$ cat src/hdl/deq_pkg.sv
// Shared types and constants of the double-ended queue unit.
// Depends on nothing; every other file of the unit imports it.
package deq_pkg;

    localparam int DEFAULT_DEPTH = 16;

    localparam int VALUE_W  = 32;
    localparam int CMD_W    = 3;
    localparam int STATUS_W = 2;

    typedef logic signed [VALUE_W-1:0] t_value;
    typedef logic [CMD_W-1:0]          t_cmd;
    typedef logic [STATUS_W-1:0]       t_status;

    localparam t_cmd CMD_PUSH_FRONT = 3'd0;
    localparam t_cmd CMD_PUSH_BACK  = 3'd1;
    localparam t_cmd CMD_POP_FRONT  = 3'd2;
    localparam t_cmd CMD_POP_BACK   = 3'd3;
    localparam t_cmd CMD_READ_FWD   = 3'd4;
    localparam t_cmd CMD_READ_BWD   = 3'd5;

    localparam t_status ST_OK    = 2'd0;
    localparam t_status ST_EMPTY = 2'd1;
    localparam t_status ST_FULL  = 2'd2;

    typedef enum logic [1:0] {
        K_PUSH,
        K_POP,
        K_READ
    } t_kind;

    // One classified command as it waits between the front and back parts.
    typedef struct packed {
        t_kind  kind;
        logic   at_back;
        t_value data;
    } t_item;

    localparam int CMDQ_DEPTH  = 2;
    localparam int CMDQ_PTR_W  = $clog2(CMDQ_DEPTH);
    localparam int CMDQ_FILL_W = $clog2(CMDQ_DEPTH + 1);

endpackage

$ cat src/hdl/deq_ifs.sv
// Channel interfaces of the double-ended queue unit: commands in, results out.
// Depends on deq_pkg.
interface deq_in_if;
    import deq_pkg::*;

    logic   valid;
    logic   ready;
    t_cmd   command;
    t_value data_value;

    modport source (output valid, output command, output data_value, input ready);
    modport sink   (input valid, input command, input data_value, output ready);
endinterface

interface deq_out_if;
    import deq_pkg::*;

    logic    valid;
    logic    ready;
    t_value  out_value;
    t_status status;
    logic    last;

    modport source (output valid, output out_value, output status, output last, input ready);
    modport sink   (input valid, input out_value, input status, input last, output ready);
endinterface

$ cat src/hdl/deq_front.sv
// Front part: accepts command transactions and classifies them into queue items.
// Depends on deq_pkg and deq_in_if.
module deq_front (
    deq_in_if.sink         i_cmd,
    output logic           o_push_valid,
    output deq_pkg::t_item o_push_item,
    input  logic           i_push_ready
);
    import deq_pkg::*;

    logic w_known;

    assign i_cmd.ready = i_push_ready;

    always_comb begin
        w_known             = 1'b1;
        o_push_item.kind    = K_PUSH;
        o_push_item.at_back = 1'b0;
        o_push_item.data    = i_cmd.data_value;
        case (i_cmd.command)
            CMD_PUSH_FRONT: begin
                o_push_item.kind = K_PUSH;
            end
            CMD_PUSH_BACK: begin
                o_push_item.kind    = K_PUSH;
                o_push_item.at_back = 1'b1;
            end
            CMD_POP_FRONT: begin
                o_push_item.kind = K_POP;
            end
            CMD_POP_BACK: begin
                o_push_item.kind    = K_POP;
                o_push_item.at_back = 1'b1;
            end
            CMD_READ_FWD: begin
                o_push_item.kind = K_READ;
            end
            CMD_READ_BWD: begin
                o_push_item.kind    = K_READ;
                o_push_item.at_back = 1'b1;
            end
            default: begin
                // Unused codes are consumed and produce nothing.
                w_known = 1'b0;
            end
        endcase
    end

    assign o_push_valid = i_cmd.valid && w_known;

endmodule

$ cat src/hdl/deq_cmd_fifo.sv
// Short command queue between the front and back parts.
// Depends on deq_pkg.
module deq_cmd_fifo (
    input  logic           i_clk,
    input  logic           i_rst_n,
    input  logic           i_push_valid,
    input  deq_pkg::t_item i_push_item,
    output logic           o_push_ready,
    output logic           o_pop_valid,
    output deq_pkg::t_item o_pop_item,
    input  logic           i_pop
);
    import deq_pkg::*;

    t_item                  r_slots [CMDQ_DEPTH];
    logic [CMDQ_PTR_W-1:0]  r_wr_ptr, n_wr_ptr;
    logic [CMDQ_PTR_W-1:0]  r_rd_ptr, n_rd_ptr;
    logic [CMDQ_FILL_W-1:0] r_fill, n_fill;
    logic                   w_push;
    logic                   w_pop;

    assign o_push_ready = (r_fill != CMDQ_FILL_W'(CMDQ_DEPTH));
    assign o_pop_valid  = (r_fill != '0);
    assign o_pop_item   = r_slots[r_rd_ptr];

    assign w_push = i_push_valid && o_push_ready;
    assign w_pop  = i_pop && o_pop_valid;

    always_comb begin
        n_wr_ptr = r_wr_ptr;
        n_rd_ptr = r_rd_ptr;
        n_fill   = r_fill;
        if (w_push) begin
            n_wr_ptr = (r_wr_ptr == CMDQ_PTR_W'(CMDQ_DEPTH - 1)) ? '0 : r_wr_ptr + 1'b1;
        end
        if (w_pop) begin
            n_rd_ptr = (r_rd_ptr == CMDQ_PTR_W'(CMDQ_DEPTH - 1)) ? '0 : r_rd_ptr + 1'b1;
        end
        if (w_push && !w_pop) begin
            n_fill = r_fill + 1'b1;
        end else if (w_pop && !w_push) begin
            n_fill = r_fill - 1'b1;
        end
    end

    always_ff @(posedge i_clk) begin
        if (!i_rst_n) begin
            r_wr_ptr <= '0;
            r_rd_ptr <= '0;
            r_fill   <= '0;
        end else begin
            r_wr_ptr <= n_wr_ptr;
            r_rd_ptr <= n_rd_ptr;
            r_fill   <= n_fill;
        end
    end

    always_ff @(posedge i_clk) begin
        if (w_push) begin
            r_slots[r_wr_ptr] <= i_push_item;
        end
    end

endmodule

$ cat src/hdl/deq_back.sv
// Back part: carries out queued commands on the ring store and drives results.
// Depends on deq_pkg and deq_out_if.
module deq_back #(
    parameter int DEPTH = deq_pkg::DEFAULT_DEPTH
) (
    input  logic           i_clk,
    input  logic           i_rst_n,
    input  logic           i_item_valid,
    input  deq_pkg::t_item i_item,
    output logic           o_item_take,
    deq_out_if.source      o_res
);
    import deq_pkg::*;

    localparam int AW = $clog2(DEPTH);
    localparam int CW = $clog2(DEPTH + 1);
    localparam logic [AW:0] DEPTH_W = (AW + 1)'(DEPTH);

    typedef enum logic [1:0] {
        S_IDLE,
        S_POP_WAIT,
        S_SCAN_RD,
        S_SCAN_OUT
    } t_state;

    t_state          r_state, n_state;
    logic [AW-1:0]   r_front, n_front;
    logic [CW-1:0]   r_count, n_count;
    logic [AW-1:0]   r_idx, n_idx;
    logic            r_bwd, n_bwd;
    logic            r_out_valid, n_out_valid;
    t_value          r_out_value, n_out_value;
    t_status         r_out_status, n_out_status;
    logic            r_out_last, n_out_last;

    t_value          r_store [DEPTH];
    t_value          r_rd_data;

    logic            w_slot;
    logic            w_take;
    logic            w_full;
    logic            w_empty;
    logic [CW-1:0]   w_cnt_m1;
    logic [AW-1:0]   w_front_dec;
    logic [AW-1:0]   w_front_inc;
    logic [AW-1:0]   w_back_pos;
    logic [AW-1:0]   w_back_last;
    logic [AW-1:0]   w_scan_off;
    logic [AW-1:0]   w_scan_addr;
    logic            w_scan_last;
    logic            w_wr_en;
    logic [AW-1:0]   w_wr_addr;
    logic            w_rd_en;
    logic [AW-1:0]   w_rd_addr;

    // Position base + off on the ring; both operands are below DEPTH.
    function automatic logic [AW-1:0] ring_pos(input logic [AW-1:0] base,
                                               input logic [AW-1:0] off);
        logic [AW:0] sum;
        sum = {1'b0, base} + {1'b0, off};
        if (sum >= DEPTH_W) begin
            sum = sum - DEPTH_W;
        end
        return sum[AW-1:0];
    endfunction

    assign w_slot   = !r_out_valid || o_res.ready;
    assign w_full   = (r_count == CW'(DEPTH));
    assign w_empty  = (r_count == '0);
    assign w_cnt_m1 = r_count - 1'b1;

    assign w_front_dec = ring_pos(r_front, AW'(DEPTH - 1));
    assign w_front_inc = ring_pos(r_front, AW'(1));
    assign w_back_pos  = ring_pos(r_front, r_count[AW-1:0]);
    assign w_back_last = ring_pos(r_front, w_cnt_m1[AW-1:0]);
    assign w_scan_off  = r_bwd ? (w_cnt_m1[AW-1:0] - r_idx) : r_idx;
    assign w_scan_addr = ring_pos(r_front, w_scan_off);
    assign w_scan_last = (r_idx == w_cnt_m1[AW-1:0]);

    assign o_item_take     = w_take;
    assign o_res.valid     = r_out_valid;
    assign o_res.out_value = r_out_value;
    assign o_res.status    = r_out_status;
    assign o_res.last      = r_out_last;

    always_comb begin
        n_state      = r_state;
        n_front      = r_front;
        n_count      = r_count;
        n_idx        = r_idx;
        n_bwd        = r_bwd;
        n_out_valid  = r_out_valid && !o_res.ready;
        n_out_value  = r_out_value;
        n_out_status = r_out_status;
        n_out_last   = r_out_last;
        w_take       = 1'b0;
        w_wr_en      = 1'b0;
        w_wr_addr    = w_back_pos;
        w_rd_en      = 1'b0;
        w_rd_addr    = r_front;
        case (r_state)
            S_IDLE: begin
                if (i_item_valid && w_slot) begin
                    w_take = 1'b1;
                    case (i_item.kind)
                        K_PUSH: begin
                            n_out_valid = 1'b1;
                            n_out_last  = 1'b1;
                            if (w_full) begin
                                n_out_value  = '0;
                                n_out_status = ST_FULL;
                            end else begin
                                w_wr_en = 1'b1;
                                if (!i_item.at_back) begin
                                    n_front   = w_front_dec;
                                    w_wr_addr = w_front_dec;
                                end
                                n_count      = r_count + 1'b1;
                                n_out_value  = i_item.data;
                                n_out_status = ST_OK;
                            end
                        end
                        K_POP: begin
                            if (w_empty) begin
                                n_out_valid  = 1'b1;
                                n_out_value  = '0;
                                n_out_status = ST_EMPTY;
                                n_out_last   = 1'b1;
                            end else begin
                                w_rd_en = 1'b1;
                                if (i_item.at_back) begin
                                    w_rd_addr = w_back_last;
                                end else begin
                                    n_front = w_front_inc;
                                end
                                n_count = w_cnt_m1;
                                n_state = S_POP_WAIT;
                            end
                        end
                        K_READ: begin
                            if (w_empty) begin
                                n_out_valid  = 1'b1;
                                n_out_value  = '0;
                                n_out_status = ST_EMPTY;
                                n_out_last   = 1'b1;
                            end else begin
                                n_idx   = '0;
                                n_bwd   = i_item.at_back;
                                n_state = S_SCAN_RD;
                            end
                        end
                        default: begin
                        end
                    endcase
                end
            end
            S_POP_WAIT: begin
                if (w_slot) begin
                    n_out_valid  = 1'b1;
                    n_out_value  = r_rd_data;
                    n_out_status = ST_OK;
                    n_out_last   = 1'b1;
                    n_state      = S_IDLE;
                end
            end
            S_SCAN_RD: begin
                w_rd_en   = 1'b1;
                w_rd_addr = w_scan_addr;
                n_state   = S_SCAN_OUT;
            end
            S_SCAN_OUT: begin
                if (w_slot) begin
                    n_out_valid  = 1'b1;
                    n_out_value  = r_rd_data;
                    n_out_status = ST_OK;
                    n_out_last   = w_scan_last;
                    if (w_scan_last) begin
                        n_state = S_IDLE;
                    end else begin
                        n_idx   = r_idx + 1'b1;
                        n_state = S_SCAN_RD;
                    end
                end
            end
            default: begin
                n_state = S_IDLE;
            end
        endcase
    end

    always_ff @(posedge i_clk) begin
        if (!i_rst_n) begin
            r_state     <= S_IDLE;
            r_front     <= '0;
            r_count     <= '0;
            r_idx       <= '0;
            r_bwd       <= 1'b0;
            r_out_valid <= 1'b0;
        end else begin
            r_state     <= n_state;
            r_front     <= n_front;
            r_count     <= n_count;
            r_idx       <= n_idx;
            r_bwd       <= n_bwd;
            r_out_valid <= n_out_valid;
        end
        r_out_value  <= n_out_value;
        r_out_status <= n_out_status;
        r_out_last   <= n_out_last;
    end

    always_ff @(posedge i_clk) begin
        if (w_wr_en) begin
            r_store[w_wr_addr] <= i_item.data;
        end
    end

    always_ff @(posedge i_clk) begin
        if (w_rd_en) begin
            r_rd_data <= r_store[w_rd_addr];
        end
    end

    a_ring_in_range: assert property (@(posedge i_clk) disable iff (!i_rst_n)
        ({1'b0, r_front} < DEPTH_W) && (r_count <= CW'(DEPTH)))
        else $error("front pointer or entry count out of range");

    a_push_counts: assert property (@(posedge i_clk) disable iff (!i_rst_n)
        (w_take && i_item.kind == K_PUSH && !w_full)
        |=> (r_count == CW'($past(r_count) + 1'b1)))
        else $error("accepted push did not add one entry");

    a_pop_result: assert property (@(posedge i_clk) disable iff (!i_rst_n)
        (r_state == S_POP_WAIT && w_slot)
        |=> (r_out_valid && r_out_status == ST_OK && r_out_last && r_state == S_IDLE))
        else $error("pop did not deliver a single final result");

    a_scan_ends: assert property (@(posedge i_clk) disable iff (!i_rst_n)
        (r_state == S_SCAN_OUT && w_slot && w_scan_last)
        |=> (r_state == S_IDLE && r_out_valid && r_out_last))
        else $error("read-out did not end on its marked final result");

endmodule

$ cat src/hdl/double_ended_queue_unit.sv
// Top level of the double-ended queue unit: front classifier, command queue, back engine.
// Depends on deq_pkg, deq_ifs, deq_front, deq_cmd_fifo and deq_back.
//
// Usage: commands arrive on i_cmd_ch (valid/ready, command and data_value) and
// results leave on o_res_ch (valid/ready, out_value, status and last). Each
// command yields one result, except a read-out of a non-empty queue, which
// yields one result per stored entry with last set on the final one. Unused
// command codes are taken and yield nothing.
// A two-entry command queue sits between the classifier and the engine, so
// commands keep being taken while the engine works or a result waits.
// A push or an empty/full answer passes the command queue and then the result
// register; a pop also passes the registered read port of the entry store, and a
// read-out reads each entry through that port before it is sent.
// Sustained rate: one push per cycle while the receiver takes results; the engine
// takes no new command while a pop or a read-out is in progress.
// Reset empties the queue (front pointer and count to zero); stored values are
// not cleared and need no clearing pass. When the receiver holds ready low,
// the result register holds its transaction, the engine waits, and once the
// command queue fills i_cmd_ch.ready falls.
module double_ended_queue_unit #(
    parameter int DEPTH = deq_pkg::DEFAULT_DEPTH
) (
    input  logic      i_clk,
    input  logic      i_rst_n,
    deq_in_if.sink    i_cmd_ch,
    deq_out_if.source o_res_ch
);
    import deq_pkg::*;

    logic  w_push_valid;
    t_item w_push_item;
    logic  w_push_ready;
    logic  w_pop_valid;
    t_item w_pop_item;
    logic  w_pop;

    deq_front u_front (
        .i_cmd        (i_cmd_ch),
        .o_push_valid (w_push_valid),
        .o_push_item  (w_push_item),
        .i_push_ready (w_push_ready)
    );

    deq_cmd_fifo u_cmdq (
        .i_clk        (i_clk),
        .i_rst_n      (i_rst_n),
        .i_push_valid (w_push_valid),
        .i_push_item  (w_push_item),
        .o_push_ready (w_push_ready),
        .o_pop_valid  (w_pop_valid),
        .o_pop_item   (w_pop_item),
        .i_pop        (w_pop)
    );

    deq_back #(
        .DEPTH (DEPTH)
    ) u_back (
        .i_clk        (i_clk),
        .i_rst_n      (i_rst_n),
        .i_item_valid (w_pop_valid),
        .i_item       (w_pop_item),
        .o_item_take  (w_pop),
        .o_res        (o_res_ch)
    );

endmodule
$ cat src/flat_wrapper.sv
// flat-port wrapper written by rule: the top's interface ports become plain ports
module double_ended_queue_unit_flat import deq_pkg::*;
#(
    parameter int DEPTH = deq_pkg::DEFAULT_DEPTH
)
  (i_clk, i_rst_n, i_cmd_ch_valid, i_cmd_ch_command, i_cmd_ch_data_value, i_cmd_ch_ready, o_res_ch_valid, o_res_ch_out_value, o_res_ch_status, o_res_ch_last, o_res_ch_ready);
  deq_in_if i_cmd_ch_i ();
  deq_out_if o_res_ch_i ();
  input  logic i_clk;
  input  logic i_rst_n;
  input wire logic [$bits(i_cmd_ch_i.valid)-1:0] i_cmd_ch_valid;
  input wire logic [$bits(i_cmd_ch_i.command)-1:0] i_cmd_ch_command;
  input wire logic [$bits(i_cmd_ch_i.data_value)-1:0] i_cmd_ch_data_value;
  output wire logic [$bits(i_cmd_ch_i.ready)-1:0] i_cmd_ch_ready;
  output wire logic [$bits(o_res_ch_i.valid)-1:0] o_res_ch_valid;
  output wire logic [$bits(o_res_ch_i.out_value)-1:0] o_res_ch_out_value;
  output wire logic [$bits(o_res_ch_i.status)-1:0] o_res_ch_status;
  output wire logic [$bits(o_res_ch_i.last)-1:0] o_res_ch_last;
  input wire logic [$bits(o_res_ch_i.ready)-1:0] o_res_ch_ready;
  assign i_cmd_ch_i.valid = i_cmd_ch_valid;
  assign i_cmd_ch_i.command = i_cmd_ch_command;
  assign i_cmd_ch_i.data_value = i_cmd_ch_data_value;
  assign i_cmd_ch_ready = i_cmd_ch_i.ready;
  assign o_res_ch_valid = o_res_ch_i.valid;
  assign o_res_ch_out_value = o_res_ch_i.out_value;
  assign o_res_ch_status = o_res_ch_i.status;
  assign o_res_ch_last = o_res_ch_i.last;
  assign o_res_ch_i.ready = o_res_ch_ready;
  double_ended_queue_unit #(.DEPTH(DEPTH)) u_core (.i_clk(i_clk), .i_rst_n(i_rst_n), .i_cmd_ch(i_cmd_ch_i), .o_res_ch(o_res_ch_i));
endmodule
$ cat config.mk
export PLATFORM = sky130hd
export DESIGN_NAME = double_ended_queue_unit_flat
export DESIGN_NICKNAME = d
export VERILOG_FILES = /design/src/hdl/deq_pkg.sv /design/src/hdl/deq_ifs.sv /design/src/hdl/deq_front.sv /design/src/hdl/deq_cmd_fifo.sv /design/src/hdl/deq_back.sv /design/src/hdl/double_ended_queue_unit.sv /design/src/flat_wrapper.sv
export SDC_FILE = /design/constraint.sdc
export NUM_CORES = 1
export LEC_CHECK = 0
export ABC_AREA = 1
export BUFFER_PORTS_ARGS = -buffer_cell sky130_fd_sc_hd__buf_2
export CORE_MARGIN = 1
export CORE_UTILIZATION = 45
export CTS_CLUSTER_SIZE = 28
export DETAILED_ROUTE_END_ITERATION = 8
export PLACE_DENSITY_LB_ADDON = 0.1
export SLEW_MARGIN = 30
export SYNTH_ARGS = -nofsm -noshare
export SYNTH_HDL_FRONTEND = slang
export SYNTH_SLANG_ARGS = --single-unit
$ cat constraint.sdc
create_clock -name i_clk -period 5.81 [get_ports i_clk]
set_clock_uncertainty 0.1 [all_clocks]
set_input_delay 0.8715 -clock i_clk [delete_from_list [all_inputs] [get_ports i_clk]]
set_output_delay 0.8715 -clock i_clk [all_outputs]
set_load 0.02 [all_outputs]
# Word level (Yosys, flattened, before mapping)
# Memory sizes are Yosys's and may differ from the RTL's. A register that Yosys moved wholly into a read port is not among the register bits.
# Cells that the tools add are included.
totals:
  register_bits: 56
  latchBits: 0
  ram_bits: 582
  rom_bits: 0
  inputBits: 39
  output_inout_bits: 37
  elab_cells: 185
  n_memories: 2
classes:
  add_sub_neg: 18
  multipliers: 0
  n_div: 0
  magnitude_cmp: 5
  n_eq_ne: 29
  n_shift: 0
  n_mux: 83
  n_bitwise: 1
  n_reduce_logical: 35
mem_list:
  columns: ["name", "words", "word_bits", "read_ports", "rd_ports_with_merged_regs", "write_ports", "line", "rtl"]
  rows:
  - ["u_core.u_back.r_store", 16, 32, 1, 1, 1, "deq_back.sv:36", "t_value r_store [DEPTH];"]
  - ["u_core.u_cmdq.r_slots", 2, 35, 1, 1, 1, "deq_cmd_fifo.sv:15", "t_item r_slots [CMDQ_DEPTH];"]
ops:
  columns: ["operator", "n"]
  rows:
  - ["$mux 32", 4]
  - ["$pmux 32 s2", 2]
  - ["$mux 4", 24]
  - ["$mux 1", 26]
  - ["$ge 5x5->1 const B", 5]
  - ["$pmux 4 s2", 3]
  - ["$mux 2", 11]
  - ["$ne 2x2->1 const B", 10]
  - ["$sub 4x1->4 const B", 5]
  - ["$reduce_and 6->1", 3]
  - ["$pmux 2 s2", 4]
  - ["$add 4x4->5", 3]
  - ["$mux 5", 2]
  - ["$pmux 5 s2", 1]
  - ["$reduce_and 5->1", 2]
  - ["$reduce_bool 2->1", 5]
  - ["$ne 3x3->1 const B", 3]
  - ["$pmux 1 s2", 4]
  - ["$pmux 2 s4", 1]
  - ["$reduce_or 2->1", 4]
  - ["$logic_and 1x1->1", 7]
  - ["$reduce_and 7->1", 1]
  - ["$eq 2x2->1 const B", 3]
  - ["$eq 3x2->1 const B", 2]
  - ["other kinds (28)", 36]

# Depth between registers and ports, before layout
depth:
  word_depth: 9
  mapped_depth: 19
  mapped_depth_nobuf: 17

# Cells and area by module
# From an unflattened synthesis, not the netlist that was laid out.
unflattened:
  hier_cells: 2789
  hier_area_um2: 30245.3
modules_own_cells:
  columns: ["mod", "n_inst", "cells_per_inst", "area_each_um2", "seq_area_each_um2"]
  rows:
  - ["deq_back", 1, 2602, 27044.7, 17727.0]
  - ["deq_cmd_fifo", 1, 146, 2920.3, 2202.1]
  - ["deq_front", 1, 41, 280.3, 0.0]

# Worst setup path before layout
# No wires, ideal clock.
synth_path:
  kind: "register to register"
  start: "reg with a tool-made name"
  end: "reg u_core.u_back.r_out_value[0] (netlist: u_core.u_back.o_res.out_value[0]) (enable)"
  arrival_time_ns: 4.187
  required_time_ns: 5.222
  setup_slack_ns: 1.035
  path_stages_with_launch: 9
  period_less_slack_ns: 4.775
  path_cell_list: "dfxtp_1 > buf_4 > clkbuf_1 > o21ai_0 > ha_1 > nor2_1 > inv_1 > o21ai_0 > a311oi_1"
synth_lines:
  columns: ["element", "line", "rtl"]
  rows:
  - ["end signal: assignment", "deq_back.sv:207", "r_out_value <= n_out_value;"]
  - ["end: declaration", "deq_back.sv:32", "t_value r_out_value, n_out_value;"]

# Worst setup path in the final report
layout_path:
  start: "reg u_core.u_back.r_count[0]"
  end: "reg u_core.u_back.r_rd_data[18] (read register of u_core.u_back.r_store) (data pin)"
layout_between:
  elab_chain_len: 9
  elab_cells_between_ends: 21
  cone_classes: "add/sub: 6; order compare: 2; mux: 12; reduce/logical: 1"
layout_lines:
  columns: ["element", "line", "rtl"]
  rows:
  - ["start: declaration", "deq_back.sv:28", "logic [CW-1:0] r_count, n_count;"]
  - ["start signal: assignment", "deq_back.sv:202", "r_count <= n_count;"]
  - ["parallel branches: the longest is 9 deep, another holds $sub 5x1->5", null, null]
  - ["end: declaration", "deq_back.sv:37", "t_value r_rd_data;"]
# Parallel ways; which one is timed is not known.
# A chain may end at the register's enable or synchronous reset.

==> tab_implementation.tex <==
\begin{tabular}{lr}
\hline
Metric & Value \\
\hline
\multicolumn{2}{l}{\textbf{Yosys}} \\
\quad Avg Cell Area, Syn & 11.2 sq um \\
\quad Proportion of synthesized flip-flops having asynchronous set or reset & 0 \\
\quad Area share of the leading cell type in the synthesized netlist & 0.671 \\
\quad Post-Syn Nets & 2,663 \\
\quad \#FFs+latches synth & 671 \\
\quad Part of the Yosys area used for sequential elements & 0.686 \\
\quad Number of flops mapped to enable cells by yosys & 649 \\
\quad Top cell type by total area after synthesis & edfxtp\_1 \\
\quad Count of distinct cell types in the synthesized netlist & 45 \\
\quad Dominant cells by area after synthesis & edfxtp\_1 67\%, nand3\_1 9.4\%, nand2\_1 9.0\% \\
\quad Mapped Area & 0.0291 sq mm \\
\quad Number of synthesis warnings & 0 \\
\quad Prevailing post-synth register cell & edfxtp\_1 \\
\quad Number of instances in the synthesized netlist & 2,597 \\
\multicolumn{2}{l}{\textbf{CTS}} \\
\quad H-tree lvl count & 3 \\
\quad Clock buffer depth & 3 \\
\quad \# clock sinks & 671 \\
\quad Clock tree from TritonCTS & done \\
\quad Cells resized by post-CTS repair & 0 \\
\quad Clk\_lat worst skew & 620 ps \\
\quad Postcts setup bufs & 0 \\
\quad Hold\_buf cts & 0 \\
\quad Number of CTS-inserted buffers & 73 \\
\quad Reg clk slew, reported paths & 60 ps \\
\quad Clk Tree Root Cell & clkbuf\_16 \\
\multicolumn{2}{l}{\textbf{Timing}} \\
\quad Setup repair after global routing missed its margin & false \\
\quad Total Negative Setup Slacks & 0 ps \\
\quad Worst-case headroom to the max-slew limit & 0.326 \\
\quad Number of hold-slack violations in the final timing report & 0 \\
\quad Fin crit period & 4570 ps \\
\quad Slew @ Worst Pin & 1010 ps \\
\quad Setup slack of the critical path after layout & 1240 ps \\
\quad Highest Clock Rate & 219 MHz \\
\quad Setup violation total in the final timing report & 0 \\
\quad Max Transition Viols Final & 0 \\
\quad Period Utilization, post-route & 0.787 \\
\multicolumn{2}{l}{\textbf{Placement}} \\
\quad Post-placement worst setup slack & 1250 ps \\
\quad GPL Wtd Cong & 0.813 \\
\quad Number of cells after detailed placement & 3,410 \\
\quad Post-detailed-placement half-perimeter wirelength & 39,900 um \\
\quad \# port buffers & 75 \\
\multicolumn{2}{l}{\textbf{Global route}} \\
\quad Vias in the first global route & 18.6k \\
\quad GRT Total Usage & 0.236 \\
\quad Number of antenna violations at the first check in global routing & 0 \\
\quad Overflow left after global routing & 0 \\
\quad Wire length of the first global-routing pass & 117,000 um \\
\quad Largest net degree at the start of global routing & 174 \\
\multicolumn{2}{l}{\textbf{Layout}} \\
\quad Layout Nets & 2,705 \\
\quad Most frequent standard cell in the layout excluding fill and tap cells & nand2\_1 \\
\quad Layout cell share with drive strength beyond 1 & 0.100 \\
\quad Layout Area Growth over Synthesis & 12.2\% \\
\quad Combined flip-flop and latch cell area & 0.0199 sq mm \\
\quad Layout Cells excl Fill & 3,536 \\
\quad Filler cell count & 5,522 \\
\quad Number of antenna cells inserted & 0 \\
\quad Area used by multi-input combinational logic & 0.00758 sq mm \\
\quad Leading cell types in the layout, fill and taps excluded & 692 x nand2\_1, 649 x edfxtp\_1, 544 x nand3\_1, 247 x inv\_1 \\
\multicolumn{2}{l}{\textbf{Floorplanning}} \\
\quad Die width & 256 um \\
\quad Placeable core area & 0.0634 sq mm \\
\quad Die Outline Area & 0.0656 sq mm \\
\quad Chip Height & 256 um \\
\quad Initial standard-cell utilization of the core & 0.458 \\
\quad Std-Cell Rows & 92 \\
\quad Count of boundary I/O pins & 76 \\
\multicolumn{2}{l}{\textbf{Power}} \\
\quad Total net switching power & 8270 uW \\
\quad Highest ir drop seen on vdd & 551 uV \\
\quad Internal Dissipation & 11,300 uW \\
\quad Relative contribution of combinational cells to total power & 0.433 \\
\quad Pwr dens & 600 mW/mm\^{}2 \\
\quad Part of the power in the clock network & 0.224 \\
\quad LEAKAGE & 0.0127 uW \\
\quad Switch share & 0.423 \\
\quad Register share of total power & 0.343 \\
\multicolumn{2}{l}{\textbf{Run status}} \\
\quad Run status & completed \\
\multicolumn{2}{l}{\textbf{Hold path}} \\
\quad Tightest Hold Check Type & primary input to flip-flop \\
\multicolumn{2}{l}{\textbf{Detailed routing}} \\
\quad Post-detailed-route DRC marker count & 0 \\
\quad Drt via density & 5.45 \\
\quad Remaining number of nets flagged by the antenna check after routing & 0 \\
\quad Total via count in the routed design & 19.3k \\
\quad Final routed wire length divided by cell count & 21.9 um \\
\quad Detailed-router iteration count before antenna repair & 5 \\
\quad 1st-iter DRT viols & 1,604 \\
\quad Total wirelength of the detailed-routed design & 77,400 um \\
\multicolumn{2}{l}{\textbf{Critical path}} \\
\quad Highest fanout seen on the critical path & 58 \\
\quad Type of the worst setup path & flip-flop to flip-flop \\
\quad Data required time at the worst endpoint & 6190 ps \\
\quad Critical Path End Type & flip-flop \\
\quad Data arrival time at the worst-slack endpoint & 4950 ps \\
\quad Kind of start point of the critical path & flip-flop \\
\multicolumn{2}{l}{\textbf{Flow run}} \\
\quad Max cap viols & 0 \\
\hline
\end{tabular}
==> through the flow <==
stage               hold WS, ps  power [uW]  instance area, sq um   util
floorplan                   360       12600                 29100      -
global placement            373       15100                 30300  0.478
detailed placement          382       15300                 30400  0.479
CTS                         309       19700                 32600  0.514
global route                322       20700                 32600  0.514
finish                      341       19500                 32600  0.514
==> worst max-delay path, stage by stage, from the launching register on <==
cell and delay [ps]:
dfxtp_1 430, inv_1 180, ha_1 430, fa_1 550, o21ai_0 160, fa_1 570, o22ai_1 80, inv_1 120
nand2_4 300, inv_4 700, buf_4 410, nand2_1 100, nand3_1 70, nand3_1 90, nand2_1 110
==> registers in the layout, indices dropped and copies added (netlist names), named ones only <==
| signal | cells |
|---|---|
| u_core.u_back.r_store | 512 |
| u_core.u_cmdq.r_slots | 70 |
| u_core.u_back.o_res.out_value | 32 |
| u_core.u_back.r_rd_data | 32 |
| u_core.u_back.r_count | 5 |
| u_core.u_back.r_front | 4 |
| u_core.u_back.r_idx | 4 |
| u_core.u_back.o_res.status | 2 |
| u_core.u_back.r_state | 2 |
| u_core.u_cmdq.r_fill | 2 |
| u_core.u_back.o_res.last | 1 |
| u_core.u_back.o_res.valid | 1 |
| u_core.u_back.r_bwd | 1 |
| u_core.u_cmdq.r_rd_ptr | 1 |
| u_core.u_cmdq.r_wr_ptr | 1 |
==> cell usage after synthesis, drive strengths merged (23+ instances only) <==
master  number
ha          23
buf        112
o21ai       30
nand3      547
clkbuf      42
inv        256
edfxtp     649
nand3b      65
nand2      699
a32o        32
nor2        46
a21oi       29
==> metal layers <==
metal / global-route usage / routed length (um)
met4: 0.0682 / 1630
met2: 0.383 / 36700
met5: 0 / 0
met1: 0.332 / 34600
met3: 0.0340 / 4410
==> layout make-up <==
cell class / count / area share
Sequential cell: 671 / 0.612
Multi-Input combinational cell: 1515 / 0.233
Clock buffer: 88 / 0.0591
Tap cell: 846 / 0.0325
Inverter: 257 / 0.0301
Timing Repair Buffer: 121 / 0.0249
Clock inverter: 38 / 0.00906
==> worst paths after layout <==
path / start / to / slack [ps] / cells after the start
max: u_core.u_back.r_count[0] / u_core.u_back.r_rd_data[18] / 1240 / 14
min: i_cmd_ch_data_value[5] / u_core.u_cmdq.r_slots[0][5] / 340 / 1
max reg2reg: u_core.u_back.r_count[0] / u_core.u_back.r_rd_data[18] / 1240 / 14
min reg2reg: u_core.u_cmdq.r_rd_ptr / u_core.u_cmdq.r_rd_ptr / 390 / 1
==> power groups by stage <==
| stage | logic [uW] | registers, uW | clock network (uW) |
|---|---|---|---|
| after floorplan | 5710 | 6940 | 0 |
| after global placement | 8360 | 6780 | 0 |
| after detailed placement | 8470 | 6790 | 0 |
| after CTS | 8510 | 6700 | 4460 |
| after global routing | 9320 | 6740 | 4640 |
| final | 8460 | 6700 | 4380 |
==> kinds of logic (layout without fill, tap and decap cells) <==
family                     count (synthesis)  in the layout  share of synthesized area
DFF                                      671            671                      0.686
and+or+nand+nor                         1371           1371                      0.213
AOI/OAI and AO/OA                        102            102                     0.0242
muxes                                      1              1                   0.000345
xor gates and xnor gates                  14             14                    0.00422
buffers and inverters                    411            504                     0.0600
adders and majority gates                 27             27                     0.0127
(Power assumes the default switching activity.)
